$ cat src/rtl/gvm_pkg.sv
// ----------------------------------------------------------------------------
// gvm_pkg
// Shared constants of the gamepad velocity mapper.
// ----------------------------------------------------------------------------
package gvm_pkg;

  localparam int unsigned OUT_W   = 19;
  localparam int unsigned NOUT    = 6;
  localparam int unsigned CFG_W   = 16;
  localparam int unsigned CFG_AW  = 3;

  localparam logic [CFG_AW-1:0] CFG_LINEAR_GAIN   = 3'd0;
  localparam logic [CFG_AW-1:0] CFG_VERTICAL_GAIN = 3'd1;
  localparam logic [CFG_AW-1:0] CFG_ANGULAR_GAIN  = 3'd2;
  localparam logic [CFG_AW-1:0] CFG_BOOST_FACTOR  = 3'd3;
  localparam logic [CFG_AW-1:0] CFG_BLEND_WEIGHT  = 3'd4;
  localparam logic [CFG_AW-1:0] CFG_HOLD_LIMIT    = 3'd5;

  // output slots
  localparam logic [2:0] OUT_LIN_X = 3'd0;
  localparam logic [2:0] OUT_LIN_Y = 3'd1;
  localparam logic [2:0] OUT_LIN_Z = 3'd2;
  localparam logic [2:0] OUT_ANG_X = 3'd3;
  localparam logic [2:0] OUT_ANG_Y = 3'd4;
  localparam logic [2:0] OUT_ANG_Z = 3'd5;

  localparam logic [16:0] BLEND_ONE = 17'h10000;

endpackage

$ cat src/rtl/gvm_ram.sv
// ----------------------------------------------------------------------------
// gvm_ram
// Generic single-write, single-read RAM with registered read data.
// ----------------------------------------------------------------------------
module gvm_ram #(
  parameter int unsigned Width = 8,
  parameter int unsigned Depth = 8
) (
  input  logic                     clk_i,
  input  logic                     we_i,
  input  logic [$clog2(Depth)-1:0] waddr_i,
  input  logic [Width-1:0]         wdata_i,
  input  logic                     re_i,
  input  logic [$clog2(Depth)-1:0] raddr_i,
  output logic [Width-1:0]         rdata_o
);

  logic [Width-1:0] mem_q [Depth];
  logic [Width-1:0] rdata_q;

  always_ff @(posedge clk_i) begin
    if (we_i) begin
      mem_q[waddr_i] <= wdata_i;
    end
    if (re_i) begin
      rdata_q <= mem_q[raddr_i];
    end
  end

  assign rdata_o = rdata_q;

endmodule

$ cat src/rtl/gamepad_velocity_mapper.sv
// ----------------------------------------------------------------------------
// gamepad_velocity_mapper
// Maps gamepad samples to a smoothed six-axis velocity and gripper command.
// ----------------------------------------------------------------------------
// Input stream s_axis_*: one transfer per gamepad sample. Output stream
// m_axis_*: one transfer per sample carrying the six smoothed velocities,
// gripper event/open and the armed flag. cfg_* writes a configuration register; write
// only while the block is idle.
// Each sample walks the six outputs in turn through four multipliers
// and two small RAMs (hold start times, previous raw values), in five steps
// per output: read, hold update, scale, blend, blend and write back.
// After the last output the result is loaded into the output register from
// the final state. The next sample is taken only once the sequencer is back in
// idle, so a new sample is not accepted while the last one is still computed.
// The output register holds a finished result while the receiver stalls;
// the next sample is still accepted and computed, and waits in the final
// state until the output register is free.
// Reset clears arming and holds, sets the gripper latch to one and loads the
// default register values; RAM contents need no clearing.
// ----------------------------------------------------------------------------
module gamepad_velocity_mapper
  import gvm_pkg::*;
#(
  parameter int unsigned AXIS_BITS  = 16,
  parameter int unsigned STAMP_BITS = 32
) (
  input  logic clk_i,
  input  logic rst_ni,
  input  logic s_axis_tvalid,
  output logic s_axis_tready,
  // lsh, lsv, lt, rsh, rsv, rt, left_bumper, right_bumper, gripper_button, now_ms
  input  logic [((6*AXIS_BITS+3+STAMP_BITS+7)/8)*8-1:0] s_axis_tdata,
  output logic m_axis_tvalid,
  input  logic m_axis_tready,
  // vel_lin_x/y/z, vel_ang_x/y/z, gripper_event, gripper_open, is_armed
  output logic [((6*19+3+7)/8)*8-1:0] m_axis_tdata,
  input  logic              cfg_we_i,
  input  logic [CFG_AW-1:0] cfg_addr_i,
  input  logic [CFG_W-1:0]  cfg_data_i
);

  localparam int unsigned OUT_TW = ((6*19+3+7)/8)*8;
  localparam int unsigned VW     = AXIS_BITS + 1;
  localparam int unsigned PW     = 32 + VW;
  localparam int unsigned SH     = AXIS_BITS - 1 + 14;
  localparam int unsigned ACC_W  = 38;
  localparam int unsigned TRIG_MAG = (4 * (2**(AXIS_BITS-1))) / 5;
  localparam logic signed [VW-1:0] TRIG_LIM = -$signed(VW'(TRIG_MAG));
  localparam logic signed [PW:0]   P_MAX = (PW+1)'(262143);
  localparam logic signed [PW:0]   P_MIN = -(PW+1)'(262144);
  localparam logic signed [ACC_W-1:0] A_MAX = ACC_W'(262143);
  localparam logic signed [ACC_W-1:0] A_MIN = -ACC_W'(262144);

  localparam logic [2:0] ST_IDLE = 3'd0;
  localparam logic [2:0] ST_READ = 3'd1;
  localparam logic [2:0] ST_HOLD = 3'd2;
  localparam logic [2:0] ST_MUL  = 3'd3;
  localparam logic [2:0] ST_BLA  = 3'd4;
  localparam logic [2:0] ST_BLB  = 3'd5;
  localparam logic [2:0] ST_DONE = 3'd6;

  logic [15:0] lin_gain_q, vert_gain_q, ang_gain_q, boost_q, blend_q, limit_q;

  logic [2:0] state_q, idx_q;
  logic armed_q, lseen_q, rseen_q, have_prev_q, last_grip_q;
  logic [NOUT-1:0] held_q;

  logic signed [AXIS_BITS-1:0] ax_q [6];
  logic lb_q, rb_q, ev_q, open_q;
  logic [STAMP_BITS-1:0] now_q;

  logic [31:0] gb_q;
  logic signed [VW-1:0] val_q;
  logic neg_q, zero_q;
  logic signed [OUT_W-1:0] raw_q;
  logic signed [ACC_W-1:0] acc_q;
  logic signed [OUT_W-1:0] res_q [NOUT];

  logic m_valid_q;
  logic [OUT_TW-1:0] m_data_q;
  logic load_c;

  logic [STAMP_BITS-1:0] hold_rd;
  logic [OUT_W-1:0] prev_rd;

  // input fields
  logic s_fire;
  logic signed [AXIS_BITS-1:0] in_lt, in_rt;
  logic lseen_d, rseen_d, armed_d, in_grip;

  assign s_axis_tready = (state_q == ST_IDLE);
  assign s_fire = s_axis_tvalid && s_axis_tready;
  assign in_lt  = s_axis_tdata[2*AXIS_BITS +: AXIS_BITS];
  assign in_rt  = s_axis_tdata[5*AXIS_BITS +: AXIS_BITS];
  assign in_grip = s_axis_tdata[6*AXIS_BITS+2];
  assign lseen_d = lseen_q || (!armed_q && (in_lt != '0));
  assign rseen_d = rseen_q || (!armed_q && (in_rt != '0));
  assign armed_d = armed_q || (lseen_d && rseen_d);
  assign load_c  = (state_q == ST_DONE) && (!m_valid_q || m_axis_tready);

  // hold update and operand selection
  logic signed [VW-1:0] cl_l, cl_r, val_c;
  logic [15:0] gain_c;
  logic neg_c, active_c, start_c, held_c, boost_c;
  logic [STAMP_BITS-1:0] diff_c;
  logic [31:0] gb_c;

  always_comb begin
    cl_l = VW'(ax_q[2]);
    cl_r = VW'(ax_q[5]);
    if (cl_l < TRIG_LIM) cl_l = TRIG_LIM;
    if (cl_r < TRIG_LIM) cl_r = TRIG_LIM;
    val_c  = '0;
    gain_c = ang_gain_q;
    neg_c  = 1'b0;
    unique case (idx_q)
      OUT_LIN_X: begin val_c = VW'(ax_q[1]); gain_c = lin_gain_q; neg_c = 1'b1; end
      OUT_LIN_Y: begin val_c = VW'(ax_q[0]); gain_c = lin_gain_q; neg_c = 1'b1; end
      OUT_LIN_Z: begin val_c = cl_l - cl_r; gain_c = vert_gain_q; end
      OUT_ANG_X: val_c = VW'(ax_q[3]);
      OUT_ANG_Y: begin val_c = VW'(ax_q[4]); neg_c = 1'b1; end
      OUT_ANG_Z: val_c = (VW'(signed'({1'b0, lb_q})) - VW'(signed'({1'b0, rb_q})))
                         <<< (AXIS_BITS-1);
      default: ;
    endcase
    // both bumpers pressed keeps the hold running at zero rate
    active_c = (idx_q == OUT_ANG_Z) ? (lb_q || rb_q) : (val_c != '0);
    start_c  = active_c && !held_q[idx_q] && armed_q;
    diff_c   = start_c ? '0 : now_q - hold_rd;
    if (idx_q == OUT_LIN_Z) begin
      held_c  = armed_q;
      boost_c = 1'b0;
    end else begin
      held_c  = active_c && (held_q[idx_q] || start_c);
      boost_c = held_c && (diff_c > STAMP_BITS'(limit_q));
    end
    gb_c = boost_c ? 32'(gain_c) * 32'(boost_q) : 32'(gain_c) << 14;
  end

  // scale
  logic signed [PW:0] prod_c, prodn_c, sh_c;
  logic signed [OUT_W-1:0] raw_c;

  always_comb begin
    prod_c  = $signed({1'b0, gb_q}) * val_q;
    prodn_c = neg_q ? -prod_c : prod_c;
    sh_c    = prodn_c >>> SH;
    if (zero_q)             raw_c = '0;
    else if (sh_c > P_MAX)  raw_c = OUT_W'(P_MAX);
    else if (sh_c < P_MIN)  raw_c = OUT_W'(P_MIN);
    else                    raw_c = OUT_W'(sh_c);
  end

  // blend
  logic [16:0] w_c, wn_c;
  logic signed [ACC_W-1:0] sum_c, bsh_c;
  logic signed [OUT_W-1:0] blend_c;

  always_comb begin
    w_c   = {1'b0, blend_q};
    wn_c  = BLEND_ONE - w_c;
    sum_c = acc_q + $signed({1'b0, wn_c}) * $signed(prev_rd);
    bsh_c = sum_c >>> 16;
    if (!have_prev_q)         blend_c = raw_q;
    else if (bsh_c > A_MAX)   blend_c = OUT_W'(A_MAX);
    else if (bsh_c < A_MIN)   blend_c = OUT_W'(A_MIN);
    else                      blend_c = OUT_W'(bsh_c);
  end

  gvm_ram #(.Width(STAMP_BITS), .Depth(NOUT)) u_hold_ram (
    .clk_i  (clk_i),
    .we_i   ((state_q == ST_HOLD) && start_c && (idx_q != OUT_LIN_Z)),
    .waddr_i(idx_q),
    .wdata_i(now_q),
    .re_i   (state_q == ST_READ),
    .raddr_i(idx_q),
    .rdata_o(hold_rd)
  );

  gvm_ram #(.Width(OUT_W), .Depth(NOUT)) u_prev_ram (
    .clk_i  (clk_i),
    .we_i   (state_q == ST_BLB),
    .waddr_i(idx_q),
    .wdata_i(raw_q),
    .re_i   (state_q == ST_READ),
    .raddr_i(idx_q),
    .rdata_o(prev_rd)
  );

  // configuration
  always_ff @(posedge clk_i or negedge rst_ni) begin
    if (!rst_ni) begin
      lin_gain_q  <= 16'd6554;
      vert_gain_q <= 16'd3277;
      ang_gain_q  <= 16'd13107;
      boost_q     <= 16'd24576;
      blend_q     <= 16'd19661;
      limit_q     <= 16'd1000;
    end else if (cfg_we_i) begin
      unique case (cfg_addr_i)
        CFG_LINEAR_GAIN:   lin_gain_q  <= cfg_data_i;
        CFG_VERTICAL_GAIN: vert_gain_q <= cfg_data_i;
        CFG_ANGULAR_GAIN:  ang_gain_q  <= cfg_data_i;
        CFG_BOOST_FACTOR:  boost_q     <= cfg_data_i;
        CFG_BLEND_WEIGHT:  blend_q     <= cfg_data_i;
        CFG_HOLD_LIMIT:    limit_q     <= cfg_data_i;
        default: ;
      endcase
    end
  end

  // sequencer and control state
  always_ff @(posedge clk_i or negedge rst_ni) begin
    if (!rst_ni) begin
      state_q     <= ST_IDLE;
      idx_q       <= '0;
      armed_q     <= 1'b0;
      lseen_q     <= 1'b0;
      rseen_q     <= 1'b0;
      have_prev_q <= 1'b0;
      last_grip_q <= 1'b1;
      held_q      <= '0;
      m_valid_q   <= 1'b0;
    end else begin
      if (load_c) m_valid_q <= 1'b1;
      else if (m_axis_tready) m_valid_q <= 1'b0;
      unique case (state_q)
        ST_IDLE: begin
          if (s_fire) begin
            lseen_q     <= lseen_d;
            rseen_q     <= rseen_d;
            armed_q     <= armed_d;
            last_grip_q <= in_grip;
            idx_q       <= '0;
            state_q     <= ST_READ;
          end
        end
        ST_READ: state_q <= ST_HOLD;
        ST_HOLD: begin
          if (idx_q != OUT_LIN_Z) held_q[idx_q] <= held_c;
          state_q <= ST_MUL;
        end
        ST_MUL: state_q <= ST_BLA;
        ST_BLA: state_q <= ST_BLB;
        ST_BLB: begin
          if (idx_q == OUT_ANG_Z) begin
            state_q <= ST_DONE;
          end else begin
            idx_q   <= idx_q + 3'd1;
            state_q <= ST_READ;
          end
        end
        ST_DONE: begin
          if (load_c) begin
            have_prev_q <= 1'b1;
            state_q     <= ST_IDLE;
          end
        end
        default: state_q <= ST_IDLE;
      endcase
    end
  end

  // datapath registers
  always_ff @(posedge clk_i) begin
    if (s_fire) begin
      for (int i = 0; i < 6; i++) begin
        ax_q[i] <= s_axis_tdata[i*AXIS_BITS +: AXIS_BITS];
      end
      lb_q   <= s_axis_tdata[6*AXIS_BITS];
      rb_q   <= s_axis_tdata[6*AXIS_BITS+1];
      now_q  <= s_axis_tdata[6*AXIS_BITS+3 +: STAMP_BITS];
      ev_q   <= (in_grip != last_grip_q);
      open_q <= !in_grip;
    end
    if (state_q == ST_HOLD) begin
      gb_q   <= gb_c;
      val_q  <= val_c;
      neg_q  <= neg_c;
      zero_q <= !held_c;
    end
    if (state_q == ST_MUL) raw_q <= raw_c;
    if (state_q == ST_BLA) acc_q <= $signed({1'b0, w_c}) * raw_q;
    if (state_q == ST_BLB) res_q[idx_q] <= blend_c;
    if (load_c) begin
      m_data_q <= OUT_TW'({armed_q, open_q, ev_q, res_q[5], res_q[4], res_q[3],
                           res_q[2], res_q[1], res_q[0]});
    end
  end

  assign m_axis_tvalid = m_valid_q;
  assign m_axis_tdata  = m_data_q;

  a_armed_sticky: assert property (@(posedge clk_i) disable iff (!rst_ni)
    armed_q |=> armed_q) else $error("armed flag dropped");
  a_busy_no_ready: assert property (@(posedge clk_i) disable iff (!rst_ni)
    (state_q != ST_IDLE) |-> !s_axis_tready) else $error("ready while busy");
  a_idx_range: assert property (@(posedge clk_i) disable iff (!rst_ni)
    idx_q <= OUT_ANG_Z) else $error("output slot out of range");
  a_done_loads: assert property (@(posedge clk_i) disable iff (!rst_ni)
    ((state_q == ST_DONE) && !m_valid_q) |=> m_valid_q && (state_q == ST_IDLE))
    else $error("result not loaded");

endmodule

$ cat config.mk
export PLATFORM = sky130hd
export DESIGN_NAME = gamepad_velocity_mapper
export DESIGN_NICKNAME = d
export VERILOG_FILES = /design/src/rtl/gvm_pkg.sv /design/src/rtl/gvm_ram.sv /design/src/rtl/gamepad_velocity_mapper.sv
export SDC_FILE = /design/constraint.sdc
export NUM_CORES = 2
export LEC_CHECK = 0
export BUFFER_PORTS_ARGS = -buffer_cell sky130_fd_sc_hd__buf_4
export CAP_MARGIN = 20
export CORE_UTILIZATION = 45
export CTS_BUF_LIST = sky130_fd_sc_hd__clkbuf_16
export DETAILED_ROUTE_END_ITERATION = 8
export MAX_ROUTING_LAYER = met4
export PLACE_DENSITY_LB_ADDON = 0.2
export SLEW_MARGIN = 20
export SYNTH_ARGS = -nofsm -noshare
export SYNTH_HDL_FRONTEND = slang
export SYNTH_SLANG_ARGS = --single-unit
$ cat constraint.sdc
create_clock -name clk_i -period 23.7 [get_ports clk_i]
set_clock_uncertainty 0.15 [all_clocks]
set_input_delay 3.555 -clock clk_i [delete_from_list [all_inputs] [get_ports clk_i]]
set_output_delay 3.555 -clock clk_i [all_outputs]
set_load 0.02 [all_outputs]
# ---- Word level (Yosys, flattened, before mapping)
# Memories as Yosys holds them, arrays and structs flattened. A register that Yosys moved wholly into a read port is not among the register bits.
# Cells that the tools add are included.
dict set report word_totals {
  mem_count 4
  ff_bits 375
  mem_bits_rw 516
}
# memory words width read_ports rd_ports_with_merged_regs wr line_no
set memory_table {}
lappend memory_table {u_hold_ram.mem_q 6 32 1 1 1 gvm_ram.sv:18} ;# logic [Width-1:0] mem_q [Depth];
lappend memory_table {res_q 6 19 6 6 1 gamepad_velocity_mapper.sv:77} ;# logic signed [OUT_W-1:0] res_q [NOUT];
lappend memory_table {u_prev_ram.mem_q 6 19 1 1 1 gvm_ram.sv:18}
lappend memory_table {ax_q 6 16 6 0 6 gamepad_velocity_mapper.sv:68} ;# logic signed [AXIS_BITS-1:0] ax_q [6];
dict set report classes {
  mul 4
  eq_ne 21
  n_mux 36
  order_cmp 9
  n_addsub 7
  n_reduce_logical 45
}
# operator count
set ops {}
lappend ops {{$pmux W17 S6} 1}
lappend ops {{$mux W19} 4}
lappend ops {{$mul A33 B17 Y50} 1}
lappend ops {{$mux W50} 1}
lappend ops {{$neg A50 Y50} 1}
lappend ops {{$add A38 B37 Y38} 1}
lappend ops {{$mul A18 B19 Y37} 1}
lappend ops {{$mul A17 B19 Y36} 1}
lappend ops {{$mux W17} 2}
lappend ops {{$gt A32 B16 Y1} 1}
lappend ops {{$lt A16 B16 Y1 const B} 2}
lappend ops {{$mul A16 B16 Y32} 1}
lappend ops {{$mux W32} 1}
lappend ops {{$pmux W16 S2} 1}
lappend ops {{$reduce_bool A16 Y1} 2}
lappend ops {{$sub A32 B32 Y32} 1}
lappend ops {{$mux W30} 1}
lappend ops {{$gt A22 B19 Y1 const B} 1}
lappend ops {{$lt A22 B19 Y1 const B} 1}
lappend ops {{$eq A3 B3 Y1 const B} 7}
lappend ops {{$gt A21 B19 Y1 const B} 1}
lappend ops {{$lt A21 B19 Y1 const B} 1}
lappend ops {{$pmux W3 S7} 1}
lappend ops {{$reduce_and A2 Y1} 10}
lappend ops {{28 further kinds} 77}

# ---- Logic depth before layout (Yosys ltp)
# An unclocked memory read counts as a cell.
dict set report logic_depth {
  word_depth 14
  ltp_mapped 39
  depth_no_buf 35
}

# ---- By module
# A second synthesis with hierarchy kept.
dict set report unflattened {
  cells_unflattened 8046
  hier_area_um2 88366.0
}
# module area_per_inst_um2 n_inst seq_area_each_um2 cells_each
set by_module_without_submodules {}
lappend by_module_without_submodules {gamepad_velocity_mapper 74940.6 1 16985.0 7376}
lappend by_module_without_submodules {{gvm_ram (u_hold_ram)} 8379.3 1 6726.5 418}
lappend by_module_without_submodules {{gvm_ram (u_prev_ram)} 5046.1 1 3993.8 252}

# ---- Worst setup path before layout
# OpenSTA, ideal clock, no wires.
dict set report synth_path {
  path_kind {input to register}
  startpoint {in m_axis_tready}
  endpoint {reg have_prev_q}
  n_path_buf 0
  arrival_time_ps 9449
  stages 3
  t_required_ps 23452
  slack_ps 14004
  setup_time_ps 98
  path_cell_list {nand2b_1 > nor2b_1 > or2_2}
}
dict set report synth_via {
  elab_chain_cells 3
}
# item line_no
set synth_rtl {}
lappend synth_rtl {{start: declaration} gamepad_velocity_mapper.sv:34} ;# input logic m_axis_tready,
lappend synth_rtl {{$logic_or A1 B1 Y1} gamepad_velocity_mapper.sv:99} ;# assign load_c = (state_q == ST_DONE) && (!m_valid_q || m_axis_tready);
lappend synth_rtl {{$logic_and A1 B1 Y1} gamepad_velocity_mapper.sv:99}
lappend synth_rtl {{named net load_c} gamepad_velocity_mapper.sv:81} ;# logic load_c;
lappend synth_rtl {{$reduce_and A2 Y1 (no source line)} n/a}
lappend synth_rtl {{end signal: assignment} gamepad_velocity_mapper.sv:220} ;# have_prev_q <= 1'b0;
lappend synth_rtl {{end signal: assignment} gamepad_velocity_mapper.sv:255} ;# have_prev_q <= 1'b1;
lappend synth_rtl {{end: declaration} gamepad_velocity_mapper.sv:65} ;# logic armed_q, lseen_q, rseen_q, have_prev_q, last_grip_q;
# The timed path passes the listed nets, and every way through them passes these cells.
# A chain may end at the register's enable or synchronous reset.

# ---- Worst setup path in the final report
dict set report layout_path {
  startpoint {reg blend_q[0]}
  endpoint {mem res_q[4][14] (data pin)}
}
dict set report layout_via {
  elab_chain_cells 7
  elab_cells_between_ends 8
  cone_classes {add/sub: 2; mul: 1; order compare: 2; mux: 3}
}
# item line_no
set layout_rtl {}
lappend layout_rtl {{start: declaration} gamepad_velocity_mapper.sv:62} ;# logic [15:0] lin_gain_q, vert_gain_q, ang_gain_q, boost_q, blend_q, limit_q;
lappend layout_rtl {{start signal: assignment} gamepad_velocity_mapper.sv:205} ;# CFG_BLEND_WEIGHT: blend_q <= cfg_data_i;
lappend layout_rtl {{$sub A17 B16 Y17 (*)} gamepad_velocity_mapper.sv:161} ;# wn_c = BLEND_ONE - w_c;
lappend layout_rtl {{$mul A18 B19 Y37 (*)} gamepad_velocity_mapper.sv:162} ;# sum_c = acc_q + $signed({1'b0, wn_c}) * $signed(prev_rd);
lappend layout_rtl {{$add A38 B37 Y38 (*)} gamepad_velocity_mapper.sv:162}
lappend layout_rtl {{$lt A22 B19 Y1} gamepad_velocity_mapper.sv:166} ;# else if (bsh_c < A_MIN) blend_c = OUT_W'(A_MIN);
lappend layout_rtl {{$mux W19} gamepad_velocity_mapper.sv:166}
lappend layout_rtl {{$mux W19 (*)} gamepad_velocity_mapper.sv:165} ;# else if (bsh_c > A_MAX) blend_c = OUT_W'(A_MAX);
lappend layout_rtl {{$mux W19 (*)} gamepad_velocity_mapper.sv:164} ;# if (!have_prev_q) blend_c = raw_q;
lappend layout_rtl {{named net blend_c[14]} gamepad_velocity_mapper.sv:157} ;# logic signed [OUT_W-1:0] blend_c;
lappend layout_rtl {{end: declaration} gamepad_velocity_mapper.sv:77}
# Mark *: on every way through the listed nets, which the timed path passes. The rest lies on a longest branch.

==> results.json <==
{
  "status": "finished clean",
  "drtIter0Drc": 4017,
  "grt_use_met3_pct": 2.72,
  "nFillCells": 17341,
  "cp.arrival_ns": 10.70,
  "layout-drive-gt1-share_pct": 9.50,
  "fmax_mhz": 96.0,
  "rrSetupSlack_ns": 13.29,
  "cts_sinks": 940,
  "setup-violations-final": 0,
  "cp_max_fo": 42,
  "htreeDepth": 3,
  "drtAntennaViolNets": 0,
  "cap_violations": 0,
  "start_util_pct": 45.4,
  "insertion_delay_ns": 0.75,
  "final_cell_mix": "1607 x inv_1, 1315 x fa_1, 973 x nand2_1",
  "die_width_um": 444,
  "hold_path_startpoint": "res_q[3][8]$_DFFE_PP_",
  "synth_edf_count": 826,
  "avgSynthCellArea_um2": 10.9,
  "cts_buffer_depth": 3,
  "clkTransAtPathRegs_ns": 0.07,
  "cts_buffers": 96,
  "relSlewSlack_pct": 20.5,
  "slowest_stage": "xnor2_2",
  "fin_crit_ns": 10.41,
  "grt.busiest_layer": "met2",
  "track_usage_pct": 24.3,
  "grt_pass1_vias": 60989,
  "tightest_slew_ns": 1.19,
  "post-route-drc-count": 0,
  "vias": 57548,
  "grt_pass1_wl_um": 358000,
  "die-area_um2": 197000,
  "yosysSeqAreaShare_pct": 31.6,
  "period_share_pct": 43.9,
  "ys_types": 102,
  "grt_use_met2_pct": 40.0,
  "hold_path.class": "flip-flop to flip-flop",
  "netlist_instances": 8035,
  "yosysTopAreaCell": "fa_1",
  "tritoncts": "yes",
  "netlist_top_cells_area": "fa_1 30%, edfxtp_1 28%, ha_1 7.5%",
  "cts_setup_buffers": 0,
  "worstRegToRegCells": 32,
  "routedWlPerCell_um": 21.0,
  "rows": 161,
  "final.setup.tns_ns": 0,
  "synth-main-ff-cell": "edfxtp_1",
  "crit_type": "flip-flop to flip-flop",
  "pin_count": 282,
  "mostFrequentLayoutCell": "inv_1",
  "gp_congestion": 0.892,
  "slew_violations": 0,
  "grt_overflow_total": 0,
  "die-height_um": 444,
  "worst_setup_path_end_kind": "flip-flop",
  "core_um2": 193000,
  "firstDrtPassIters": 6,
  "syn_area_um2": 87700,
  "post-dp-hpwl_um": 171000,
  "rsz0062_at_grt": "no",
  "ys_warn_count": 0,
  "grt_max_degree": 83,
  "antenna_found_initial": 6,
  "worstPathRequired_ns": 23.99,
  "area_growth_pct": 9.60,
  "crit_top_cell": "inv_1",
  "met1_usage_pct": 32.0,
  "cts_resized": 0,
  "hold_viol_final": 0,
  "clock-root-buffer": "clkbuf_16",
  "r2r_end": "res_q[4][14]$_DFFE_PP_",
  "cpPeakStageDelay_ns": 0.88,
  "nNetsFinal": 10196,
  "cts_hold_buffers": 0,
  "ys_ff_latch": 940,
  "wl_um": 227000,
  "r2r-start": "blend_q[0]$_DFFE_PN1P_",
  "synth_top_area_share_pct": 30.0,
  "async_flop_share_pct": 12.1,
  "port_buffers": 273,
  "routed_via_density": 5.32,
  "cp-startpoint": "blend_q[0]$_DFFE_PN1P_",
  "cp-endpoint": "res_q[4][14]$_DFFE_PP_",
  "critPathLaunchType": "flip-flop"
}
## worst max-delay path, delay by kind of cell (launching register included)
| family | cells | cell delay (ns) |
|---|---|---|
| and+or+nand+nor | 4 | 0.60 |
| buffers and inverters | 8 | 0.88 |
| xor gates and xnor gates | 2 | 1.21 |
| DFF | 1 | 0.51 |
| adders and majority gates | 8 | 3.62 |
| AOI/OAI and AO/OA | 10 | 3.14 |
## per-stage QoR
| step | hold WS [ns] | cell area (µm²) | setup WS [ns] | util [%] | instances |
|---|---|---|---|---|---|
| 2_1_floorplan | 0.250 | 87700 | 14.00 | - | 8037 |
| 3_3_place_gp | 0.251 | 92700 | 13.34 | 48.0 | 10623 |
| 3_5_place_dp | 0.255 | 92700 | 13.26 | 48.0 | 10624 |
| 4_1_cts | 0.251 | 96100 | 13.23 | 49.7 | 10803 |
| 5_1_grt | 0.262 | 96200 | 12.69 | 49.8 | 10806 |
| 6_report | 0.250 | 96200 | 13.29 | 49.8 | 10810 |
## layout make-up
cell class | instances | area, µm² | area share, %
clock buffer | 98 | 2450 | 2.55
sequential | 940 | 27700 | 28.8
timing repair buffer | 385 | 2920 | 3.03
tap | 2526 | 3160 | 3.29
inverter | 1600 | 6010 | 6.25
antenna | 6 | 15.0 | 0.0156
clock inverter | 81 | 872 | 0.907
multi-input combinational | 5174 | 53000 | 55.1
## per-layer routing
| layer | wire length, µm | up-vias |
|---|---|---|
| li1 | - | 25864 |
| met5 | 0 | - |
| met1 | 97900 | 29851 |
| met4 | 6150 | 0 |
| met2 | 111000 | 1563 |
| met3 | 12000 | 270 |
## state kept, by name (all words and copies together) (netlist names), 16 cells and up
register,count
u_hold_ram.rdata_o,32
val_q,17
u_hold_ram.mem_q,192
lin_gain_q,16
raw_q,19
blend_q,16
boost_q,16
ax_q,96
limit_q,16
gb_q,32
u_prev_ram.rdata_o,19
vert_gain_q,16
ang_gain_q,16
acc_q,36
u_prev_ram.mem_q,114
m_axis_tdata,117
res_q,114
now_q,32
## cell usage after synthesis (15+ instances only)
library cell / instances
nand4_1: 33
inv_1: 1596
edfxtp_1: 826
a211oi_1: 15
xor2_1: 56
nand3_1: 48
dfstp_2: 39
nand2b_1: 51
o21bai_1: 23
buf_1: 20
nor4_1: 18
a21o_1: 61
a22oi_1: 23
nand2_1: 973
mux2_2: 108
o211ai_1: 19
nor2_1: 221
clkbuf_1: 282
a31oi_1: 25
o21ai_0: 133
a221o_1: 46
o31ai_1: 26
or2_2: 19
ha_1: 524
and3_1: 29
nor3_1: 41
xnor2_1: 115
o21a_1: 34
and2_1: 613
fa_1: 1315
o22ai_1: 17
mux2i_1: 98
nor2b_1: 35
dfrtp_1: 75
a21oi_1: 212
## worst min-delay path by stage
| stage | end | slack (ns) | depth (start not counted) |
|---|---|---|---|
| 2_1_floorplan | m_axis_tdata[0]$_DFFE_PP_ | 0.25 | 0 |
| 3_3_place_gp | m_axis_tdata[16]$_DFFE_PP_ | 0.25 | 0 |
| 3_5_place_dp | m_axis_tdata[102]$_DFFE_PP_ | 0.25 | 0 |
| 4_1_cts | m_axis_tdata[11]$_DFFE_PP_ | 0.25 | 0 |
| 5_1_grt | m_axis_tdata[65]$_DFFE_PP_ | 0.26 | 0 |
| 6_report | m_axis_tdata[65]$_DFFE_PP_ | 0.25 | 0 |
## logic make-up (layout without fill, tap and decap cells)
| family | after synthesis | count (layout) | synth area share [%] |
|---|---|---|---|
| simple gates | 2160 | 2160 | 12.1 |
| mux | 226 | 226 | 2.84 |
| flops | 940 | 940 | 31.6 |
| buf+inv | 1923 | 2164 | 8.29 |
| xor+xnor | 171 | 171 | 1.71 |
| fa+ha+maj | 1839 | 1839 | 37.5 |
| other cells | 1 | 9 | 0.00427 |
| compound gates | 775 | 775 | 6.03 |
Power is not shown: default switching activity piles up to over one toggle a cycle in this logic, so the estimate is an artifact.
